### config.mk
export PLATFORM = sky130hd
export DESIGN_NAME = spi_master_four_mode_byte_engine
export DESIGN_NICKNAME = d
export VERILOG_FILES = /design/src/rtl/core/spim_pkg.sv /design/src/rtl/core/spi_master_four_mode_byte_engine.sv /design/src/rtl/core/spim_step.sv
export SDC_FILE = /design/constraint.sdc
export NUM_CORES = 1
export LEC_CHECK = 0
export BUFFER_PORTS_ARGS = -buffer_cell sky130_fd_sc_hd__buf_4
export CAP_MARGIN = 10
export CELL_PAD_IN_SITES_DETAIL_PLACEMENT = 0
export CELL_PAD_IN_SITES_GLOBAL_PLACEMENT = 2
export CORE_MARGIN = 4
export CORE_UTILIZATION = 39
export DETAILED_ROUTE_END_ITERATION = 16
export GPL_TIMING_DRIVEN = 0
export PLACE_DENSITY = 0.87
export SETUP_SLACK_MARGIN = 0.5
export SLEW_MARGIN = 5
export SYNTH_ARGS = -nofsm -noshare
export SYNTH_HDL_FRONTEND = slang
export SYNTH_SLANG_ARGS = --single-unit
export TNS_END_PERCENT = 20
### constraint.sdc
create_clock -name clk -period 7.07 [get_ports clk]
set_input_delay 0.3535 -clock clk [delete_from_list [all_inputs] [get_ports clk]]
set_output_delay 0.3535 -clock clk [all_outputs]
set_load 0.01 [all_outputs]
### src/rtl/core/spim_pkg.sv
`default_nettype none

package spim_pkg;

	// Bits shifted in one byte transfer.
	localparam int unsigned BITS_PER_WORD = 8;
	localparam int unsigned CNT_W         = 16;
	localparam int unsigned BITS_W        = 4;

	// Request codes carried on the input channel's tuser.
	localparam logic [2:0] REQ_TICK     = 3'd0;
	localparam logic [2:0] REQ_SEND     = 3'd1;
	localparam logic [2:0] REQ_RECV     = 3'd2;
	localparam logic [2:0] REQ_SELECT   = 3'd3;
	localparam logic [2:0] REQ_DESELECT = 3'd4;

	// Configuration register indexes.
	localparam logic CFG_SPI_MODE    = 1'b0;
	localparam logic CFG_HALF_PERIOD = 1'b1;

	// Reset values of the configuration registers.
	localparam logic [1:0]       MODE_RESET = 2'd1;
	localparam logic [CNT_W-1:0] HALF_RESET = 16'd1;

	typedef enum logic [2:0] {
		KIND_IDLE = 3'b001,
		KIND_SEND = 3'b010,
		KIND_RECV = 3'b100
	} spim_kind_t;

	typedef struct packed {
		spim_kind_t         kind;
		logic [7:0]         shift;
		logic [BITS_W-1:0]  bits_left;
		logic [CNT_W-1:0]   tick_count;
		logic               second_half;
		logic               clock_level;
		logic               data_level;
		logic               select_level;
	} spim_state_t;

	typedef struct packed {
		logic       sclk;
		logic       mosi;
		logic       cs_n;
		logic       busy;
		logic [7:0] rx_byte;
		logic       rx_done;
	} spim_result_t;

endpackage

`default_nettype wire

### src/rtl/core/spi_master_four_mode_byte_engine.sv
`default_nettype none

// SPI master byte engine for clock modes 0 to 3, half duplex, driven by ticks.
// Every transfer on the s_axis channel is one tick of the bit timer. Its tuser
// carries the request (tick only, send, receive, select, deselect), its tdata
// the byte to send and the sampled level of the slave data line. Each accepted
// tick yields exactly one transfer on the m_axis channel with the line levels
// after that tick (sclk, mosi, cs_n), the busy flag and, on the finishing tick
// of a byte, rx_done in tuser with the received byte in tdata.
// The result of a tick is registered and presented in the cycle after it
// is accepted. Throughput is one tick per cycle while the receiver keeps up;
// the only loop is the engine state register fed by one pass of the step logic.
// If the receiver stalls, the result register holds its transfer and s_axis
// tready drops, so ticks stop until the result is taken; no tick is lost.
// The cfg channel writes spi_mode (index 0) and half_period_ticks (index 1);
// it is always ready and is meant to be used while the engine is idle.
// After reset: mode 1, one tick per half bit, chip select high, engine idle,
// and no result pending.
module spi_master_four_mode_byte_engine (
	input  wire logic        clk,
	input  wire logic        arst_n,
	input  wire logic        s_axis_tvalid,
	output logic             s_axis_tready,
	input  wire logic [15:0] s_axis_tdata,  // [7:0] tx_byte, [8] miso_level, rest zero
	input  wire logic [2:0]  s_axis_tuser,  // [2:0] req_type
	output logic             m_axis_tvalid,
	input  wire logic        m_axis_tready,
	output logic [15:0]      m_axis_tdata,  // [0] sclk, [1] mosi, [2] cs_n, [3] busy_res,
	                                        // [11:4] rx_byte, rest zero
	output logic             m_axis_tuser,  // [0] rx_done
	input  wire logic        cfg_valid,
	output logic             cfg_ready,
	input  wire logic        cfg_index,
	input  wire logic [15:0] cfg_data
);

	logic [1:0]                 spi_mode_q;
	logic [spim_pkg::CNT_W-1:0] half_period_q;
	spim_pkg::spim_state_t      state_q;
	spim_pkg::spim_state_t      state_nxt;
	spim_pkg::spim_result_t     res_nxt;
	spim_pkg::spim_result_t     res_q;
	logic                       out_valid_q;
	logic                       in_xfer;

	// The result register frees up when it is empty or being drained.
	assign s_axis_tready = !out_valid_q || m_axis_tready;
	assign in_xfer       = s_axis_tvalid && s_axis_tready;
	assign cfg_ready     = 1'b1;

	always_ff @(posedge clk or negedge arst_n) begin
		if (!arst_n) begin
			spi_mode_q    <= spim_pkg::MODE_RESET;
			half_period_q <= spim_pkg::HALF_RESET;
		end else if (cfg_valid) begin
			case (cfg_index)
				spim_pkg::CFG_SPI_MODE:    spi_mode_q    <= cfg_data[1:0];
				spim_pkg::CFG_HALF_PERIOD: half_period_q <= cfg_data;
				default: ;
			endcase
		end
	end

	spim_step u_step (
		.cur         (state_q),
		.req_type    (s_axis_tuser),
		.tx_byte     (s_axis_tdata[7:0]),
		.miso_level  (s_axis_tdata[8]),
		.spi_mode    (spi_mode_q),
		.half_period (half_period_q),
		.nxt         (state_nxt),
		.res         (res_nxt)
	);

	always_ff @(posedge clk or negedge arst_n) begin
		if (!arst_n) begin
			state_q.kind         <= spim_pkg::KIND_IDLE;
			state_q.shift        <= 8'd0;
			state_q.bits_left    <= '0;
			state_q.tick_count   <= '0;
			state_q.second_half  <= 1'b0;
			state_q.clock_level  <= 1'b0;
			state_q.data_level   <= 1'b0;
			state_q.select_level <= 1'b1;
			out_valid_q          <= 1'b0;
		end else begin
			if (in_xfer) begin
				state_q <= state_nxt;
			end
			if (in_xfer) begin
				out_valid_q <= 1'b1;
			end else if (m_axis_tready) begin
				out_valid_q <= 1'b0;
			end
		end
	end

	// Result payload needs no reset; it is qualified by out_valid_q.
	always_ff @(posedge clk) begin
		if (in_xfer) begin
			res_q <= res_nxt;
		end
	end

	assign m_axis_tvalid = out_valid_q;
	assign m_axis_tdata  = {4'd0, res_q.rx_byte, res_q.busy, res_q.cs_n, res_q.mosi, res_q.sclk};
	assign m_axis_tuser  = res_q.rx_done;

	// A finishing tick already reports the engine as free.
	assert property (@(posedge clk) disable iff (!arst_n)
		m_axis_tvalid |-> !(res_q.rx_done && res_q.busy))
		else $error("rx_done reported together with busy");

	// The received byte is only shown on a finishing tick.
	assert property (@(posedge clk) disable iff (!arst_n)
		(m_axis_tvalid && !res_q.rx_done) |-> (res_q.rx_byte == 8'd0))
		else $error("rx_byte nonzero outside a finishing tick");

	// The bit counter is nonzero exactly while a byte is in progress.
	assert property (@(posedge clk) disable iff (!arst_n)
		(state_q.kind == spim_pkg::KIND_IDLE) == (state_q.bits_left == '0))
		else $error("bit counter out of step with transfer kind");

	// An idle engine keeps its bit timer cleared.
	assert property (@(posedge clk) disable iff (!arst_n)
		(state_q.kind == spim_pkg::KIND_IDLE) |->
			(state_q.tick_count == '0 && !state_q.second_half))
		else $error("bit timer not cleared while idle");

	// A tick that leaves the engine idle drives the clock to its idle level.
	assert property (@(posedge clk) disable iff (!arst_n)
		(in_xfer && state_nxt.kind == spim_pkg::KIND_IDLE)
			|=> (res_q.sclk == $past(spi_mode_q[1])))
		else $error("idle clock level does not follow polarity");

endmodule

`default_nettype wire

### src/rtl/core/spim_step.sv
`default_nettype none

// Next-state and result logic for one tick of the bit timer.
module spim_step (
	input  spim_pkg::spim_state_t           cur,
	input  logic [2:0]                      req_type,
	input  logic [7:0]                      tx_byte,
	input  logic                            miso_level,
	input  logic [1:0]                      spi_mode,
	input  logic [spim_pkg::CNT_W-1:0]      half_period,
	output spim_pkg::spim_state_t           nxt,
	output spim_pkg::spim_result_t          res
);

	logic                           cpol;
	logic                           cpha;
	logic [spim_pkg::CNT_W-1:0]     cnt_inc;
	logic [7:0]                     shift_tmp;
	logic [spim_pkg::BITS_W-1:0]    bits_dec;
	logic [7:0]                     rxb;
	logic                           done;

	assign cpol    = spi_mode[1];
	assign cpha    = spi_mode[0];
	assign cnt_inc = cur.tick_count + spim_pkg::CNT_W'(1);

	always_comb begin
		nxt       = cur;
		rxb       = 8'd0;
		done      = 1'b0;
		shift_tmp = cur.shift;
		bits_dec  = cur.bits_left - spim_pkg::BITS_W'(1);
		if (cur.kind == spim_pkg::KIND_IDLE) begin
			nxt.clock_level = cpol;
			if (req_type == spim_pkg::REQ_SEND || req_type == spim_pkg::REQ_RECV) begin
				if (req_type == spim_pkg::REQ_SEND) begin
					nxt.shift      = tx_byte;
					nxt.data_level = tx_byte[7];
					nxt.kind       = spim_pkg::KIND_SEND;
				end else begin
					nxt.shift = 8'd0;
					nxt.kind  = spim_pkg::KIND_RECV;
				end
				nxt.bits_left   = spim_pkg::BITS_W'(spim_pkg::BITS_PER_WORD);
				nxt.tick_count  = '0;
				nxt.second_half = 1'b0;
				nxt.clock_level = cpha ? ~cpol : cpol;
			end else if (req_type == spim_pkg::REQ_SELECT) begin
				nxt.select_level = 1'b0;
			end else if (req_type == spim_pkg::REQ_DESELECT) begin
				nxt.select_level = 1'b1;
			end
		end else begin
			nxt.tick_count = cnt_inc;
			if (cnt_inc >= half_period) begin
				nxt.tick_count = '0;
				if (!cur.second_half) begin
					nxt.second_half = 1'b1;
					if (cpha) begin
						nxt.clock_level = cpol;
						if (cur.kind == spim_pkg::KIND_RECV) begin
							nxt.shift = {cur.shift[6:0], miso_level};
						end
					end else begin
						nxt.clock_level = ~cpol;
					end
				end else begin
					nxt.second_half = 1'b0;
					if (!cpha && cur.kind == spim_pkg::KIND_RECV) begin
						shift_tmp = {cur.shift[6:0], miso_level};
					end
					nxt.clock_level = cpol;
					if (cur.kind == spim_pkg::KIND_SEND) begin
						shift_tmp = {shift_tmp[6:0], 1'b0};
					end
					nxt.shift     = shift_tmp;
					nxt.bits_left = bits_dec;
					if (bits_dec == '0) begin
						rxb      = (cur.kind == spim_pkg::KIND_RECV) ? shift_tmp : 8'd0;
						done     = 1'b1;
						nxt.kind = spim_pkg::KIND_IDLE;
					end else begin
						if (cur.kind == spim_pkg::KIND_SEND) begin
							nxt.data_level = shift_tmp[7];
						end
						if (cpha) begin
							nxt.clock_level = ~cpol;
						end
					end
				end
			end
		end
	end

	always_comb begin
		res.sclk    = nxt.clock_level;
		res.mosi    = nxt.data_level;
		res.cs_n    = nxt.select_level;
		res.busy    = (nxt.kind != spim_pkg::KIND_IDLE);
		res.rx_byte = rxb;
		res.rx_done = done;
	end

endmodule

`default_nettype wire

Yosys cells after proc, flatten, opt, wreduce, memory -nomap -nowiden. Index checks and enable logic that the tools add are counted.

Reductions and logical operators: 20. Bitwise operators: 6. Add/subtract/negate cells: 2. Mux-type cells: 26. Equality and inequality tests: 9. Order comparisons: 1.

Operators with widths (count): 2-to-1 mux 34 bit (3); 2-to-1 mux 8 bit (5); adder 16 x 1 -> 16 bit (second input constant) (1); greater-or-equal comparator 16 bit (1); 2-to-1 mux 1 bit (12); 2-to-1 mux 11 bit (1); == test 3 x 2 -> 1 bit (second input constant) (3); == test 3 x 1 -> 1 bit (second input constant) (2); == test 3 bit (second input constant) (2); 2-to-1 mux 3 bit (2); inverter 1 bit (6); AND reduction 2 bit (3); nonzero test 2 bit (3); nonzero test 3 bit (2); AND reduction 5 bit (1); OR reduction 5 bit (1); zero test 4 bit (1); 2-to-1 mux 2 bit (2); 2-to-1 mux 4 bit (1); AND reduction 4 bit (1); subtractor 4 x 1 -> 4 bit (second input constant) (1); != test 3 x 1 -> 1 bit (second input constant) (1); AND reduction 3 bit (1); OR reduction 3 bit (1); other kinds (4) (7).

Register bits: 67. Logic and storage cells: 81.

Depth between registers and ports, before layout.
Word-level depth: 10. Mapped depth: 15. Depth with buffers taken out: 13.

By module. A second synthesis with hierarchy kept.

Cells, all modules: 413. Area total of the unflattened synthesis: 4499.3 sq um.

By module, submodules not included: spi_master_four_mode_byte_engine (cells each 137, times used 1, area each 2583.7 sq um, sequential area each 1746.7 sq um); spim_step (cells each 276, times used 1, area each 1915.6 sq um, sequential area each 0.0 sq um).

Worst setup path after synthesis. OpenSTA, ideal clock, no wires.

Kind: reg-to-reg. Start point: register state_q[4] (netlist name). End point: register res_q, in the netlist m_axis_tdata[1], data pin. Cell stages (with the launch flop): 16. Setup slack: 3.050 ns. Required time: 6.797 ns. Arrival time: 3.746 ns. Clock period less this slack: 4.020 ns. Path buffers: 2. Cell sequence: dfrtp_1 -> ha_1 -> and3_1 -> nand3_1 -> nor2_1 -> nand3_1 -> xnor2_1 -> ha_1 -> nand4_2 -> or3_1 -> or4_4 -> and3_4 -> buf_6 -> buf_2 -> o311ai_1 -> o311ai_1.

RTL lines: start: declaration (RTL line spi_master_four_mode_byte_engine.sv:39) `spim_pkg::spim_state_t state_q;`; start signal: assignment (RTL line spi_master_four_mode_byte_engine.sv:88) `state_q <= state_nxt;`; end signal: assignment (RTL line spi_master_four_mode_byte_engine.sv:101) `res_q <= res_nxt;`; end: declaration (RTL line spi_master_four_mode_byte_engine.sv:42) `spim_pkg::spim_result_t res_q;`.

==> run_results.csv <==
group,metric,value,unit
critical_path,worstPathArrival,4690,ps
synth,synthArstFlopShare,0.806,
timing,final.min_clock_period,4610,ps
clock_network,cts_made_buffers,9,
synth,yosysSeqAreaShare,0.442,
floorplan,num_rows,36,
critical_path,max_stage_delay,590,ps
clock_network,hold_buffers,0,
timing,hold_viol,0,
drt,wl_per_cell,15.5,µm
global_routing,groute.layer.met3.usage,0.0337,
synth,netlist_area,3950,µm²
power_and_ir_drop,ir_drop,0.0895,mV
finish,drive_above_1_share,0.228,
clock_network,cts_tree,"built",
power_and_ir_drop,power.density,195,nW/µm²
critical_path,start_kind,"flop",
global_routing,grt_pass1_vias,3043,
clock_network,h-tree-depth,3,
finish,fill_cells,976,
drt,drt_iter0_drc,134,
synth,yosys_warnings,0,
placement,port_buffers,48,
placement,place_congestion,0.782,
global_routing,track_usage,0.163,
timing,rsz0062_at_grt,"false",
critical_path,critPathBufInv,2,
timing,period_share,0.652,
global_routing,grt_first_pass_wirelength,15.0,mm
floorplan,ios,61,
timing,tns,0,ps
critical_path,crit_fanout,10,
timing,slew_violations,0,
drt,vias,3127,
finish,antenna_cells,0,
floorplan,die_area,11800,µm²
critical_path,worstPathCellList,"ha_1 -> and3_1 -> nand3_1 -> nor2_1 -> nand3_1 -> xnor2_1 -> ha_1 -> nand4_2 -> or3_1 -> or4_4 -> and3_4 -> buf_6 -> buf_2 -> o311ai_1 -> o311ai_1",
synth,syn_inst,389,
critical_path,required,7150,ps
status,status,"complete, no violations",
global_routing,overflow,0,
flow_run,cap_violations,0,
floorplan,die_w,109,µm
timing,fin_skew,12.3,ps
floorplan,core_region_area,9820,µm²
synth,yosysUniqueCellTypes,58,
clock_network,cts_setup_buffers,0,
global_routing,grt_util_met1,0.213,
finish,regArea,1750,µm²
synth,ys_seq_elements,67,
clock_network,clkLatencyLatePin,340,ps
critical_path,crit_path_end_kind,"flop",
clock_network,cts-resized-gates,0,
synth,ys.flop_type,"dfrtp_1",
critical_path,crit_family,"simple AND/OR/NAND/NOR gates",
floorplan,die_h,109,µm
critical_path,critPathKind,"reg -> reg",
global_routing,grt-busiest-layer,"met2",
global_routing,grt_max_degree,55,
timing,fmax,217,MHz
drt,post_drt_via_cell_ratio,5.31,
synth,synth_edf_count,13,
drt,wl,9.14,mm
synth,postSynthAreaPerCell,10.2,µm²
drt,drc,0,
timing,relSlewSlack,0.283,
critical_path,crit_slowest_cell,"or4_4",
finish,syn_to_final_growth,18.1,%
clock_network,cts.reportedPaths.clkPinSlew,90,ps
timing,setup_violations,0,
drt,antenna_left,0,
finish,final_common_cell,"buf_4",
clock_network,clockRootBuffer,"clkbuf_8",
finish,nNetsFinal,511,
global_routing,antenna_found_initial,0,
power_and_ir_drop,power.leakage,2.05,nW
power_and_ir_drop,total_power,0.911,mW
timing,worst_pin_slew,1070,ps
hold_path,min_path_type,"in -> async",
finish,multi_input_area,2000,µm²
global_routing,grtUsageMet2,0.278,
finish,final_cell_mix,"53 x buf_4, 50 x dfrtp_1, 26 x inv_1",
clock_network,clockBufferDepth,2,
floorplan,start_util,0.402,
drt,firstDrtPassIters,4,
placement,place_hpwl,6.77,mm
clock_network,clock_sinks,67,
-- through the flow --
stage,hold WS [ps],setup slack [ps],std cells,area (µm²),util
floorplan,57.9,3050,392,3960,-
global placement,453,2490,573,4490,0.457
detailed placement,461,2440,573,4490,0.457
CTS,80.3,2410,589,4670,0.475
global route,116,2030,589,4670,0.475
finish,65.3,2460,589,4670,0.475
-- final cells by class --
| class | count | share of cell area |
|---|---|---|
| Multi-Input combinational cell | 275 | 0.429 |
| Sequential cell | 67 | 0.374 |
| Timing Repair Buffer | 48 | 0.0772 |
| Tap cell | 133 | 0.0357 |
| Clock buffer | 9 | 0.0265 |
| Buffer | 24 | 0.0255 |
| Inverter | 26 | 0.0209 |
| Clock inverter | 7 | 0.0113 |
-- sequential cells by signal, indices dropped and copies added (netlist names) --
signal         flops
state_q           35
spi_mode_q         2
m_axis_tvalid      1
m_axis_tdata      12
m_axis_tuser       1
half_period_q     16
-- synth_stat cells, drive strengths merged (2+ instances only) --
library cell	n	area share
nor2b	3	0.0048
nor4	2	0.0032
o22ai	3	0.0048
inv	26	0.025
ha	19	0.060
nor2	21	0.020
a211oi	3	0.0057
conb	2	0.0019
xor2	7	0.016
o21ai	9	0.011
a2111oi	2	0.0044
o21a	2	0.0038
nand4	6	0.011
clkbuf	15	0.014
xnor2	10	0.022
o211ai	2	0.0051
and3	11	0.019
nor3b	5	0.0095
dfstp	4	0.027
a31oi	23	0.036
nand3	12	0.015
nand2b	4	0.0063
nand2	22	0.021
and2	3	0.0048
edfxtp	13	0.099
nand3b	8	0.015
dfrtp	50	0.32
or3	4	0.0063
a22o	7	0.016
buf	9	0.016
a32o	12	0.030
nor3	9	0.011
mux2	19	0.054
mux2i	10	0.025
o311ai	3	0.0086
a21oi	16	0.020
-- final timing paths --
| check | depth (start not counted) | from | slack [ps] | endpoint |
|---|---|---|---|---|
| min in group clk | 2 | s_axis_tvalid | 210 | m_axis_tvalid |
| max reg2reg | 15 | state_q[4] | 2460 | m_axis_tdata[1] |
| max | 15 | state_q[4] | 2460 | m_axis_tdata[1] |
| max in group asynchronous | 1 | arst_n | 6530 | state_q[18] |
| min | 1 | arst_n | 70 | state_q[33] |
| min reg2reg | 2 | state_q[0] | 470 | state_q[0] |
-- per-layer routing --
layer	vias to the layer above	wire length (µm)
li1	1559	-
met1	1504	4130
met2	56	4560
met3	8	354
met4	0	97
met5	-	0
-- worst reg2reg max path: stages (launching register included) --
cell and delay [ps]:
dfrtp_1 450, ha_1 250, and3_1 280, nand3_1 170, nor2_1 390, nand3_1 190
xnor2_1 190, ha_1 340, nand4_2 120, or3_1 410, or4_4 590, and3_4 210
buf_6 120, buf_2 200, o311ai_1 290, o311ai_1 140
-- power by group --
part	switching, mW	internal, mW
registers	0.0272	0.426
clock network	0.159	0.129
logic	0.0883	0.0810
-- kinds of logic after synthesis --
| group | count (synthesis) | synth area share |
|---|---|---|
| AND/OR/NAND/NOR | 116 | 0.162 |
| AO/OA/AOI/OAI | 89 | 0.162 |
| flip-flops | 67 | 0.442 |
| buffers and inverters | 50 | 0.0548 |
| multiplexers | 29 | 0.0795 |
| adder cells (fa/ha/maj) | 19 | 0.0602 |
| XOR/XNOR | 17 | 0.0377 |
| other | 2 | 0.00190 |
No activity file was read; power rests on OpenSTA's default activity.
